<file path="src/rtl/core/tte_pkg.sv">
// shared constants, types and helper functions of the tap tempo estimator
// no dependencies; imported by the divider, the top level and the checker
`default_nettype none

package tte_pkg;

   localparam int HISTORY    = 8;
   localparam int TIME_W     = 48;
   localparam int TIMEOUT_W  = 32;
   localparam int CENTI_W    = 17;
   localparam int COUNT_W    = 3;
   localparam int SLOT_W     = $clog2(HISTORY);
   localparam int HELD_W     = $clog2(HISTORY + 1);
   localparam int NUM_W      = TIME_W + 1;
   localparam int ITER_W     = $clog2(NUM_W);
   localparam int CSR_IDX_W  = 2;
   localparam int CSR_DATA_W = 32;

   // twice the number of centi-beats-minute microseconds: 2 * 6e9
   localparam logic [NUM_W-1:0] TWO_CENTI_MINUTE = NUM_W'(64'd12000000000);

   localparam logic [TIMEOUT_W-1:0] TIMEOUT_RESET = TIMEOUT_W'(2000000);
   localparam logic [CENTI_W-1:0]   MIN_RESET     = CENTI_W'(2000);
   localparam logic [CENTI_W-1:0]   MAX_RESET     = CENTI_W'(99900);

   typedef enum logic [CSR_IDX_W-1:0] {
      CSR_TIMEOUT   = 2'd0,
      CSR_MIN_TEMPO = 2'd1,
      CSR_MAX_TEMPO = 2'd2
   } csr_index_type;

   // divider status seen by the sequencer
   typedef struct packed {
      logic done;
      logic sat;
   } div_status_type;

   // numerator scale: 2 * 6e9 * n
   function automatic logic [NUM_W-1:0] scaled_minute(input logic [SLOT_W-1:0] n);
      logic [NUM_W+SLOT_W-1:0] prod;
      prod = {{SLOT_W{1'b0}}, TWO_CENTI_MINUTE} * {{NUM_W{1'b0}}, n};
      return prod[NUM_W-1:0];
   endfunction

endpackage

`default_nettype wire

</file>
<file path="src/rtl/core/tte_ram.sv">
// generic single-write, single-read ram with registered read data
// no dependencies
`default_nettype none

module tte_ram #(
   parameter int WIDTH = 8,
   parameter int DEPTH = 8,
   localparam int ADDR_W = $clog2(DEPTH)
) (
   input  wire logic              clock,
   input  wire logic              wr_en,
   input  wire logic [ADDR_W-1:0] wr_addr,
   input  wire logic [WIDTH-1:0]  wr_data,
   input  wire logic [ADDR_W-1:0] rd_addr,
   output logic      [WIDTH-1:0]  rd_data
);

   logic [WIDTH-1:0] mem_ff [DEPTH];
   logic [WIDTH-1:0] rd_data_ff;

   always_ff @(posedge clock) begin
      if (wr_en) begin
         mem_ff[wr_addr] <= wr_data;
      end
      rd_data_ff <= mem_ff[rd_addr];
   end

   assign rd_data = rd_data_ff;

endmodule

`default_nettype wire

</file>
<file path="src/rtl/core/tte_div.sv">
// restoring divider, one quotient bit per cycle, flags quotient overflow
// depends on tte_pkg
`default_nettype none

module tte_div
   import tte_pkg::*;
(
   input  wire logic               clock,
   input  wire logic               reset,
   input  wire logic               start,
   input  wire logic [NUM_W-1:0]   num,
   input  wire logic [NUM_W-1:0]   den,
   output logic      [CENTI_W-1:0] quot,
   output div_status_type          status
);

   logic               busy_ff, busy_in;
   logic               done_ff, done_in;
   logic [ITER_W-1:0]  count_ff, count_in;
   logic [NUM_W-1:0]   num_ff, num_in;
   logic [NUM_W-1:0]   den_ff, den_in;
   logic [NUM_W-1:0]   rem_ff, rem_in;
   logic [CENTI_W-1:0] quot_ff, quot_in;
   logic               sat_ff, sat_in;

   logic [NUM_W:0]     shifted;
   logic [NUM_W+1:0]   trial;
   logic               fits;

   // bring down the next numerator bit and try the subtract
   assign shifted = {rem_ff, num_ff[NUM_W-1]};
   assign trial   = {1'b0, shifted} - {2'b00, den_ff};
   assign fits    = !trial[NUM_W+1];

   always_comb begin
      busy_in  = busy_ff;
      done_in  = 1'b0;
      count_in = count_ff;
      num_in   = num_ff;
      den_in   = den_ff;
      rem_in   = rem_ff;
      quot_in  = quot_ff;
      sat_in   = sat_ff;
      if (start) begin
         busy_in  = 1'b1;
         count_in = ITER_W'(NUM_W - 1);
         num_in   = num;
         den_in   = den;
         rem_in   = '0;
         quot_in  = '0;
         sat_in   = 1'b0;
      end else if (busy_ff) begin
         num_in  = {num_ff[NUM_W-2:0], 1'b0};
         rem_in  = fits ? trial[NUM_W-1:0] : shifted[NUM_W-1:0];
         // a set top bit shifted out means the quotient left the range
         sat_in  = sat_ff | quot_ff[CENTI_W-1];
         quot_in = {quot_ff[CENTI_W-2:0], fits};
         if (count_ff == '0) begin
            busy_in = 1'b0;
            done_in = 1'b1;
         end else begin
            count_in = count_ff - ITER_W'(1);
         end
      end
   end

   always_ff @(posedge clock) begin
      if (reset) begin
         busy_ff <= 1'b0;
         done_ff <= 1'b0;
      end else begin
         busy_ff <= busy_in;
         done_ff <= done_in;
      end
      count_ff <= count_in;
      num_ff   <= num_in;
      den_ff   <= den_in;
      rem_ff   <= rem_in;
      quot_ff  <= quot_in;
      sat_ff   <= sat_in;
   end

   assign quot        = quot_ff;
   assign status.done = done_ff;
   assign status.sat  = sat_ff;

endmodule

`default_nettype wire

</file>
<file path="src/rtl/core/tap_tempo_estimator_top.sv">
// tap tempo estimator: timestamps in, tempo in hundredths of bpm out
// the tempo is formed by the bit-serial divider (one quotient bit per cycle over 49 bits);
//   an equal or backward span skips the divider, and a tap with no tempo returns to idle
// taps are taken one at a time; the result register lets the next tap in while a tempo
//   waits to be taken
// reset: synchronous, active high; history emptied, limits and timeout to defaults
`default_nettype none

module tap_tempo_estimator_top
   import tte_pkg::*;
(
   input  wire logic                  clock,
   input  wire logic                  reset,
   // tap transactions
   input  wire logic                  req_valid,
   output logic                       req_ready,
   input  wire logic [TIME_W-1:0]     req_tap_time_us,
   // tempo transactions
   output logic                       rsp_valid,
   input  wire logic                  rsp_ready,
   output logic      [CENTI_W-1:0]    rsp_tempo_centi,
   output logic      [COUNT_W-1:0]    rsp_interval_count,
   // register writes
   input  wire logic                  csr_wr_en,
   input  wire logic [CSR_IDX_W-1:0]  csr_index,
   input  wire logic [CSR_DATA_W-1:0] csr_wdata
);

   // one-hot sequencer
   typedef enum logic [5:0] {
      ST_IDLE  = 6'b000001,  // waiting for a tap
      ST_CHECK = 6'b000010,  // timeout test, ring write, oldest-tap read
      ST_READ  = 6'b000100,  // oldest tap arrives, span formed
      ST_SETUP = 6'b001000,  // numerator built, divider started
      ST_DIV   = 6'b010000,  // divider iterating
      ST_DONE  = 6'b100000   // clamp and hand to the result register
   } state_type;

   localparam int SUM_W = SLOT_W + 2;

   state_type          state_ff, state_in;

   // configuration
   logic [TIMEOUT_W-1:0] timeout_ff, timeout_in;
   logic [CENTI_W-1:0]   min_ff, min_in;
   logic [CENTI_W-1:0]   max_ff, max_in;

   // tap history bookkeeping
   logic [TIME_W-1:0]  now_ff, now_in;
   logic [TIME_W-1:0]  last_ff, last_in;
   logic [SLOT_W-1:0]  ws_ff, ws_in;
   logic [HELD_W-1:0]  held_ff, held_in;
   logic [SLOT_W-1:0]  n_ff, n_in;
   logic [NUM_W-1:0]   scale_ff, scale_in;
   logic [TIME_W-1:0]  span_ff, span_in;
   logic               force_max_ff, force_max_in;
   logic               force_zero_ff, force_zero_in;

   // result register
   logic               rsp_valid_ff, rsp_valid_in;
   logic [CENTI_W-1:0] rsp_tempo_ff, rsp_tempo_in;
   logic [COUNT_W-1:0] rsp_count_ff, rsp_count_in;

   // combinational helpers
   logic [TIME_W-1:0]  gap;
   logic               timed_out;
   logic [HELD_W-1:0]  held_kept;
   logic [HELD_W-1:0]  held_new;
   logic [HELD_W-1:0]  held_minus;
   logic [SUM_W-1:0]   old_sum;
   logic [SUM_W-1:0]   old_wrap;
   logic [SLOT_W-1:0]  old_addr;
   logic [SLOT_W-1:0]  ws_next;
   logic [TIME_W-1:0]  oldest_tap;

   logic               ram_wr_en;
   logic               div_start;
   logic [NUM_W-1:0]   div_num;
   logic [NUM_W-1:0]   div_den;
   logic [CENTI_W-1:0] div_quot;
   div_status_type     div_status;

   logic [CENTI_W-1:0] q_val;
   logic               q_sat;
   logic [CENTI_W-1:0] lowered;
   logic [CENTI_W-1:0] tempo;
   logic               out_free;

   // timestamp ring, one entry per kept tap
   tte_ram #(
      .WIDTH (TIME_W),
      .DEPTH (HISTORY)
   ) u_ring (
      .clock   (clock),
      .wr_en   (ram_wr_en),
      .wr_addr (ws_ff),
      .wr_data (now_ff),
      .rd_addr (old_addr),
      .rd_data (oldest_tap)
   );

   // bit-serial divider for round(6e9 * n / span)
   tte_div u_div (
      .clock  (clock),
      .reset  (reset),
      .start  (div_start),
      .num    (div_num),
      .den    (div_den),
      .quot   (div_quot),
      .status (div_status)
   );

   // gap test: only a forward step longer than the timeout forgets history
   assign gap       = now_ff - last_ff;
   assign timed_out = (held_ff != '0) && (now_ff >= last_ff) &&
                      (gap > {{(TIME_W-TIMEOUT_W){1'b0}}, timeout_ff});
   assign held_kept = timed_out ? '0 : held_ff;
   assign held_new  = (held_kept < HELD_W'(HISTORY)) ? held_kept + HELD_W'(1) : held_kept;
   assign held_minus = held_new - HELD_W'(1);

   // oldest kept tap sits held_new - 1 slots behind the one written now
   assign old_sum  = SUM_W'(ws_ff) + SUM_W'(HISTORY + 1) - SUM_W'(held_new);
   assign old_wrap = (old_sum >= SUM_W'(HISTORY)) ? old_sum - SUM_W'(HISTORY) : old_sum;
   assign old_addr = old_wrap[SLOT_W-1:0];
   assign ws_next  = (ws_ff == SLOT_W'(HISTORY - 1)) ? '0 : ws_ff + SLOT_W'(1);

   assign ram_wr_en = (state_ff == ST_CHECK);

   // numerator carries half the divisor so the quotient rounds half up
   assign div_num   = scale_ff + {1'b0, span_ff};
   assign div_den   = {span_ff, 1'b0};
   assign div_start = (state_ff == ST_SETUP) && !force_max_ff && !force_zero_ff;

   // clamp: minimum first, then maximum, so the maximum wins when limits cross
   assign q_val   = force_zero_ff ? '0 : div_quot;
   assign q_sat   = force_max_ff | (!force_zero_ff & div_status.sat);
   assign lowered = (!q_sat && (q_val < min_ff)) ? min_ff : q_val;
   assign tempo   = (q_sat || (lowered > max_ff)) ? max_ff : lowered;

   assign out_free  = !rsp_valid_ff || rsp_ready;
   assign req_ready = (state_ff == ST_IDLE);

   always_comb begin
      state_in      = state_ff;
      timeout_in    = timeout_ff;
      min_in        = min_ff;
      max_in        = max_ff;
      now_in        = now_ff;
      last_in       = last_ff;
      ws_in         = ws_ff;
      held_in       = held_ff;
      n_in          = n_ff;
      scale_in      = scale_ff;
      span_in       = span_ff;
      force_max_in  = force_max_ff;
      force_zero_in = force_zero_ff;
      rsp_tempo_in  = rsp_tempo_ff;
      rsp_count_in  = rsp_count_ff;
      rsp_valid_in  = rsp_valid_ff && !rsp_ready;

      // register writes land whenever offered
      if (csr_wr_en) begin
         case (csr_index)
            CSR_TIMEOUT:   timeout_in = csr_wdata[TIMEOUT_W-1:0];
            CSR_MIN_TEMPO: min_in     = csr_wdata[CENTI_W-1:0];
            CSR_MAX_TEMPO: max_in     = csr_wdata[CENTI_W-1:0];
            default:       ;
         endcase
      end

      case (state_ff)
         ST_IDLE: begin
            if (req_valid) begin
               now_in   = req_tap_time_us;
               state_in = ST_CHECK;
            end
         end
         ST_CHECK: begin
            // ring write happens this cycle; oldest read is registered in the ram
            held_in  = held_new;
            ws_in    = ws_next;
            last_in  = now_ff;
            n_in     = held_minus[SLOT_W-1:0];
            scale_in = scaled_minute(held_minus[SLOT_W-1:0]);
            state_in = (held_new >= HELD_W'(2)) ? ST_READ : ST_IDLE;
         end
         ST_READ: begin
            span_in       = now_ff - oldest_tap;
            force_max_in  = (now_ff == oldest_tap);
            force_zero_in = (now_ff < oldest_tap);
            state_in      = ST_SETUP;
         end
         ST_SETUP: begin
            // equal or backward spans skip the divider
            state_in = (force_max_ff || force_zero_ff) ? ST_DONE : ST_DIV;
         end
         ST_DIV: begin
            if (div_status.done) begin
               state_in = ST_DONE;
            end
         end
         ST_DONE: begin
            if (out_free) begin
               rsp_valid_in = 1'b1;
               rsp_tempo_in = tempo;
               rsp_count_in = COUNT_W'(n_ff);
               state_in     = ST_IDLE;
            end
         end
         default: begin
            state_in = ST_IDLE;
         end
      endcase
   end

   always_ff @(posedge clock) begin
      if (reset) begin
         state_ff     <= ST_IDLE;
         timeout_ff   <= TIMEOUT_RESET;
         min_ff       <= MIN_RESET;
         max_ff       <= MAX_RESET;
         ws_ff        <= '0;
         held_ff      <= '0;
         rsp_valid_ff <= 1'b0;
      end else begin
         state_ff     <= state_in;
         timeout_ff   <= timeout_in;
         min_ff       <= min_in;
         max_ff       <= max_in;
         ws_ff        <= ws_in;
         held_ff      <= held_in;
         rsp_valid_ff <= rsp_valid_in;
      end
      now_ff        <= now_in;
      last_ff       <= last_in;
      n_ff          <= n_in;
      scale_ff      <= scale_in;
      span_ff       <= span_in;
      force_max_ff  <= force_max_in;
      force_zero_ff <= force_zero_in;
      rsp_tempo_ff  <= rsp_tempo_in;
      rsp_count_ff  <= rsp_count_in;
   end

   assign rsp_valid          = rsp_valid_ff;
   assign rsp_tempo_centi    = rsp_tempo_ff;
   assign rsp_interval_count = rsp_count_ff;

endmodule

`default_nettype wire

</file>
<file path="config.mk">
export PLATFORM = sky130hd
export DESIGN_NAME = tap_tempo_estimator_top
export DESIGN_NICKNAME = d
export VERILOG_FILES = /design/src/rtl/core/tte_pkg.sv /design/src/rtl/core/tte_ram.sv /design/src/rtl/core/tte_div.sv /design/src/rtl/core/tap_tempo_estimator_top.sv
export SDC_FILE = /design/constraint.sdc
export NUM_CORES = 2
export LEC_CHECK = 0
export BUFFER_PORTS_ARGS = -buffer_cell sky130_fd_sc_hd__buf_4
export CELL_PAD_IN_SITES_DETAIL_PLACEMENT = 1
export CELL_PAD_IN_SITES_GLOBAL_PLACEMENT = 1
export CORE_MARGIN = 1.5
export CORE_UTILIZATION = 55
export CTS_CLUSTER_SIZE = 40
export DETAILED_ROUTE_END_ITERATION = 8
export PLACE_DENSITY_LB_ADDON = 0.08
export SLEW_MARGIN = 20
export SYNTH_ARGS = -nofsm -noshare
export SYNTH_HDL_FRONTEND = slang
export SYNTH_HIERARCHICAL = 1
export SYNTH_SLANG_ARGS = --single-unit
</file>
<file path="constraint.sdc">
create_clock -name clock -period 21.9 [get_ports clock]
set_input_delay 4.38 -clock clock [delete_from_list [all_inputs] [get_ports clock]]
set_output_delay 4.38 -clock clock [all_outputs]
set_load 0.02 [all_outputs]
</file>
# == After elaboration in Yosys (flattened, before gate mapping) ==
# Memories as Yosys holds them, arrays and structs flattened. A register that Yosys moved wholly into a read port is not among the register bits.
# Index checks and enable logic that the tools add are counted.
# op_classes
addsub,11
mul,1
n_lt_le_gt_ge,8
n_eq_ne,13
mux,24
bitwise_logic,5
reduce_logical,27
# op_table
op,count
two-way mux 49 bit,3
subtractor 48 bit,2
two-way mux 17 bit,3
subtractor 50 x 49 -> 51 bit,1
adder 37 x 48 -> 49 bit,1
== test 48 bit,1
greater-or-equal comparator 48 bit,1
> comparator 48 x 32 -> 1 bit,1
< comparator 48 bit,1
case mux 6 bit (6 select lines),1
"multiplier 23 x 3 -> 26 bit, first input constant",1
two-way mux 6 bit,4
> comparator 17 bit,1
< comparator 17 bit,1
AND reduction 2 bit,6
two-way mux 3 bit,3
two-way mux 1 bit,8
two-way mux 4 bit,2
"== test 6 x 1 -> 1 bit, second input constant",1
"== test 6 x 2 -> 1 bit, second input constant",1
"== test 6 x 3 -> 1 bit, second input constant",1
"== test 6 x 4 -> 1 bit, second input constant",1
"== test 6 x 5 -> 1 bit, second input constant",1
"== test 6 bit, second input constant",1
other kinds (26),42
# word_totals
ff_bits,447
ram_bits,384
in_bits,87
elab_cells,114
memories,1
# mem_list
name,depth,width,rd,rd_ports_with_merged_regs,write_ports,line,text
u_ring.mem_ff,8,48,1,1,1,tte_ram.sv:18,logic [WIDTH-1:0] mem_ff [DEPTH];

# == Longest topological paths before layout ==
# depth
depth_word,9
ltp_mapped,40
ltp_nobuf,38

# == Modules after synthesis ==
# The synthesis kept the hierarchy.
# by_module_without_submodules
module,n_inst,cells_per_inst,area_per_inst_um2,seq_area_each_um2
tap_tempo_estimator_top,1,2171,19547.5,7307.0
tte_ram,1,616,15620.0,12492.0
tte_div,1,939,9446.6,4444.3

# == Worst setup path before layout ==
# Ideal clock, no wire load.
# synth_timing
kind,register -> register
startpoint,register now_ff[13]
endpoint,register scale_ff[17] (data pin)
t_arrival_ns,8.087
t_required_ns,21.628
path_slack_ns,13.541
stages_incl_launch_ff,34
path_buffers,2
path_cell_list,edfxtp_1 > ha_1 > clkbuf_1 > a21oi_1 > o211ai_1 > a31oi_1 > a31oi_1 > nor2_1 > nor3_1 > or2_2 > xor2_1 > ha_1 > nand4_1 > nor4_1 > and3_1 > a31oi_1 > a211oi_1 > o2111ai_1 > or4_4 > buf_6 > o21ai_1 > ha_1 > nand2b_1 > or4_1 > nand3_2 > inv_1 > ha_1 > inv_1 > xnor2_1 > ha_1 > fa_1 > and4_1 > o211a_1 > or4_1
# synth_between
elab_chain_cells,8
# synth_rtl
element,line,text
from (decl),tap_tempo_estimator_top.sv:49,"logic [TIME_W-1:0] now_ff, now_in;"
from (signal assigned),tap_tempo_estimator_top.sv:234,now_ff <= now_in;
subtractor 48 bit / greater-or-equal comparator 48 bit (equally long branches),"tap_tempo_estimator_top.sv:114, tap_tempo_estimator_top.sv:115",
> comparator 48 x 32 -> 1 bit / logical AND 1 bit (equally long branches),"tap_tempo_estimator_top.sv:116, tap_tempo_estimator_top.sv:115",
logical AND 1 bit (*),tap_tempo_estimator_top.sv:115,assign timed_out = (held_ff != '0) && (now_ff >= last_ff) &&
two-way mux 4 bit (*),tap_tempo_estimator_top.sv:117,assign held_kept = timed_out ? '0 : held_ff;
adder 4 x 1 -> 4 bit / < comparator 4 bit (equally long branches),tap_tempo_estimator_top.sv:118,assign held_new = (held_kept < HELD_W'(HISTORY)) ? held_kept + HELD_W'(1) : held_kept;
two-way mux 4 bit (*),tap_tempo_estimator_top.sv:118,
subtractor 3 x 1 -> 3 bit (*),tap_tempo_estimator_top.sv:119,assign held_minus = held_new - HELD_W'(1);
net held_minus[0],tap_tempo_estimator_top.sv:69,logic [HELD_W-1:0] held_minus;
multiplier 23 x 3 -> 26 bit (*),tte_pkg.sv:41,"prod = {{SLOT_W{1'b0}}, TWO_CENTI_MINUTE} * {{NUM_W{1'b0}}, n};"
to (signal assigned),tap_tempo_estimator_top.sv:237,scale_ff <= scale_in;
to (decl),tap_tempo_estimator_top.sv:54,"logic [NUM_W-1:0] scale_ff, scale_in;"
# Mark *: on every way through the listed nets, which the timed path passes. The rest lies on a longest branch.
# A chain may end at the register's enable or synchronous reset.

# == Final worst setup path ==
# layout_timing
startpoint,register now_ff[0]
endpoint,register scale_ff[17] (data pin)
# layout_between
elab_chain_cells,8
# layout_rtl
element,line,text
subtractor 48 bit / greater-or-equal comparator 48 bit (equally long branches),"tap_tempo_estimator_top.sv:114, tap_tempo_estimator_top.sv:115",
> comparator 48 x 32 -> 1 bit / logical AND 1 bit (equally long branches),"tap_tempo_estimator_top.sv:116, tap_tempo_estimator_top.sv:115",
logical AND 1 bit (*),tap_tempo_estimator_top.sv:115,
two-way mux 4 bit (*),tap_tempo_estimator_top.sv:117,
adder 4 x 1 -> 4 bit / < comparator 4 bit (equally long branches),tap_tempo_estimator_top.sv:118,
two-way mux 4 bit (*),tap_tempo_estimator_top.sv:118,
net held_new[1],tap_tempo_estimator_top.sv:68,logic [HELD_W-1:0] held_new;
subtractor 3 x 1 -> 3 bit (*),tap_tempo_estimator_top.sv:119,
net held_minus[2],tap_tempo_estimator_top.sv:69,
multiplier 23 x 3 -> 26 bit (*),tte_pkg.sv:41,
# Marks and branches as above.

==> results.toml <==
[route]
wl_met2_um = 64900
vias_per_cell = 6.27
drt_wl_total_um = 133000
wl_met1_um = 56700
first_iter_violations = 2435
wl_met3_um = 6700
vias = 31091
ant_nets = 0
maxUsedRoutingLayer = "met5"
wl_per_cell_um = 26.8
first_pass_iters = 5
drcViolationCount = 0

[global_routing]
grt_pass1_vias = 33090
antenna_found_initial = 1
track_usage_pct = 32.4
grt_max_degree = 82
grt_pass1_wl_um = 203000
overflow = 0

[job]
maxCapViolCount = 0

[placed_design]
port_buffers = 108
dp_hpwl_um = 89300
place_ws_ns = 12.19
gp_congestion = 0.946

[finish]
fill_cells = 7982
drive_gt1_share_pct = 14.2
final_common_cell = "edfxtp_1"
nets = 4164
final_cell_mix = "edfxtp_1 (672), nand2_1 (302), a21oi_1 (292), inv_1 (278), nor2_1 (251)"
register_area_um2 = 24200
syn2layout_area_growth_pct = 11.2
multiInputGateArea_um2 = 18700

[clock_network]
ctsHoldBuffers = 0
cts_buffer_depth = 3
cts_root_buffer = "clkbuf_16"
cts_tree = "built"
cts_htree_levels = 3
cts_setup_buffers = 0
cts_resized = 0
cts-buffers-inserted = 93
clk_latency_ns = 0.69
clkSinkCount = 875
clk_pin_slew_ns = 0.06

[synth]
synth.area.top_cells = "edfxtp_1 (45%), dfxtp_1 (9.1%), ha_1 (7.1%), mux4_2 (4.7%), a21oi_1 (3.3%)"
yosysWarnings = 6
synth-edff-count = 672
syn_area_um2 = 44600
ys.flop_type = "edfxtp_1"
seq_area_frac_synth_pct = 54.3
avgSynthCellArea_um2 = 12.0
synth_fp_nets = 4071
yosysUniqueCellTypes = 98
synth_top_area_share_pct = 45.2
ys_seq_elements = 875
yosysTopAreaCell = "edfxtp_1"
async_flop_share_pct = 0
syn_inst = 3726

[sta]
layout_setup_ws_ns = 12.01
finalHoldViolations = 0
slew_viol_final = 0
rsz0062_at_grt = "no"
clock_skew_ns = 0.0505
period_share_pct = 45.2
fmax_ghz = 0.101
worstMarginPinSlew_ns = 1.11
finalSetupViolations = 0
min_period_ns = 9.89
slew_headroom_pct = 26.3
finalSetupTns_ns = 0

[pwr]
ir_worst_vdd_mv = 0.102
p_total_uw = 4150
power_density_nw_per_um2 = 83.8
power.leakage_uw = 0.0186

[floorplanning]
io_pins = 109
rows = 104
fp.dieH_um = 288
core_um2 = 80400
initial_core_util_pct = 55.5
die_w_um = 288
die_area_um2 = 82800

[worst_setup_path]
end_kind = "flop"
startpoint_type = "flop"
regToRegEndpoint = "scale_ff[17]$_DFFE_PP_"
critPathRequiredTime_ns = 22.32
startpoint = "now_ff[0]$_DFFE_PP_"
crit_path_max_incr_delay_ns = 0.61
worstPathArrival_ns = 10.31
r2r_start = "now_ff[0]$_DFFE_PP_"
crit_fanout = 10
reg2reg_depth = 37
crit_type = "flop to flop"
r2r_slack_ns = 12.01
slowest_stage = "or4_4"

[worst_hold_path]
hold_path_depth = 0
hold_start = "span_ff[8]$_DFFE_PP_"
hold_end = "u_div/den_ff[9]$_DFFE_PP_"
hold_path.class = "flop to flop"

[outcome]
status = "finished, final reports clean"
==> layout make-up <==
cell class	count	area share [%]
antenna	1	0.00505
clock buffer	130	5.18
clock inverter	45	1.19
timing repair buffer	141	2.13
tap	1060	2.67
sequential	875	48.9
inverter	280	2.12
multi-input combinational	2428	37.8
==> synthesized netlist by cell type (9+ instances only) <==
cell type / n
a21boi_0: 11
a31oi_1: 20
nor4_1: 16
o211ai_1: 26
or2_2: 16
mux4_2: 93
nand4bb_1: 14
o31ai_1: 10
mux2_4: 40
or4_1: 9
buf_2: 26
o21ai_0: 106
o311ai_0: 22
nor3_1: 49
inv_1: 279
and2_1: 20
nand3b_1: 9
xor2_1: 60
nor2b_1: 35
nor3b_1: 9
a21oi_1: 292
a21o_1: 73
edfxtp_1: 672
a211oi_1: 70
nand2b_1: 37
clkbuf_1: 103
nand4b_1: 10
nand2_1: 302
and3_1: 30
or3_1: 10
xnor2_1: 99
o21bai_1: 22
o21ai_1: 11
mux2i_1: 36
mux2_2: 75
o21a_1: 31
nand4_1: 42
nand3_1: 46
nor2_1: 258
a211o_1: 28
ha_1: 252
dfxtp_1: 203
==> state kept, by name, indices dropped and copies added, names as in the netlist, 4 cells and up <==
signal and cells:
u_div/den_ff 49, min_ff 17, held_ff 4, u_div/quot 17, u_ring/rd_data 48, u_div/count_ff 6, u_ring/mem_ff 384, u_div/rem_ff 49
state_ff 6, max_ff 17, u_div/num_ff 49, rsp_tempo_centi 17, now_ff 48, scale_ff 21, last_ff 48, timeout_ff 32
span_ff 48
==> report_power, final <==
group / internal [uW] / total (uW) / switching [uW]
Combinational: 240 / 637 / 396
Clock: 927 / 1620 / 697
Sequential: 1850 / 1890 / 46.3
Total: 3010 / 4150 / 1140
==> kinds of logic after synthesis <==
family          count (synthesis)  synth area share (%)
compound gates                829                  12.2
xor+xnor                      159                  3.12
fa+ha+maj                     258                  7.34
buf+inv                       423                  3.90
flops                         875                  54.3
mux                           247                  8.92
other cells                     1               0.00841
simple gates                  934                  10.1
==> layer usage <==
| metal | vias up | GRT usage [%] |
|---|---|---|
| met5 | - | 0 |
| met4 | 2 | 11.3 |
| met3 | 265 | 4.06 |
| met2 | 956 | 54.5 |
| met1 | 15815 | 43.3 |
| li1 | 14053 | - |
==> through the flow <==
stage	utilization (%)	std cells	hold WS, ns	instance area (um^2)
2_1_floorplan	-	3726	0.400	44600
3_3_place_gp	57.7	4784	0.435	46400
3_5_place_dp	57.7	4784	0.433	46400
4_1_cts	61.7	4959	0.449	49600
5_1_grt	61.7	4959	0.469	49600
6_report	61.7	4960	0.453	49600
==> how the worst max path moves through the flow <==
stage                                        end  slack [ns]
final                     scale_ff[17]$_DFFE_PP_       12.01
after global placement    scale_ff[17]$_DFFE_PP_       12.64
after floorplan           scale_ff[17]$_DFFE_PP_       13.54
after detailed placement  scale_ff[17]$_DFFE_PP_       12.19
after CTS                 scale_ff[17]$_DFFE_PP_       12.11
after global routing      scale_ff[17]$_DFFE_PP_       11.43
==> worst max-delay path: cells and delay by family (launching register included) <==
kind            cells  cell delay [ns]
buf+inv             5             0.72
simple gates       14             3.33
compound gates      9             2.39
fa+ha+maj           7             2.07
xor+xnor            2             0.57
flops               1             0.55
Note: power is estimated with default switching activity, not from simulation.
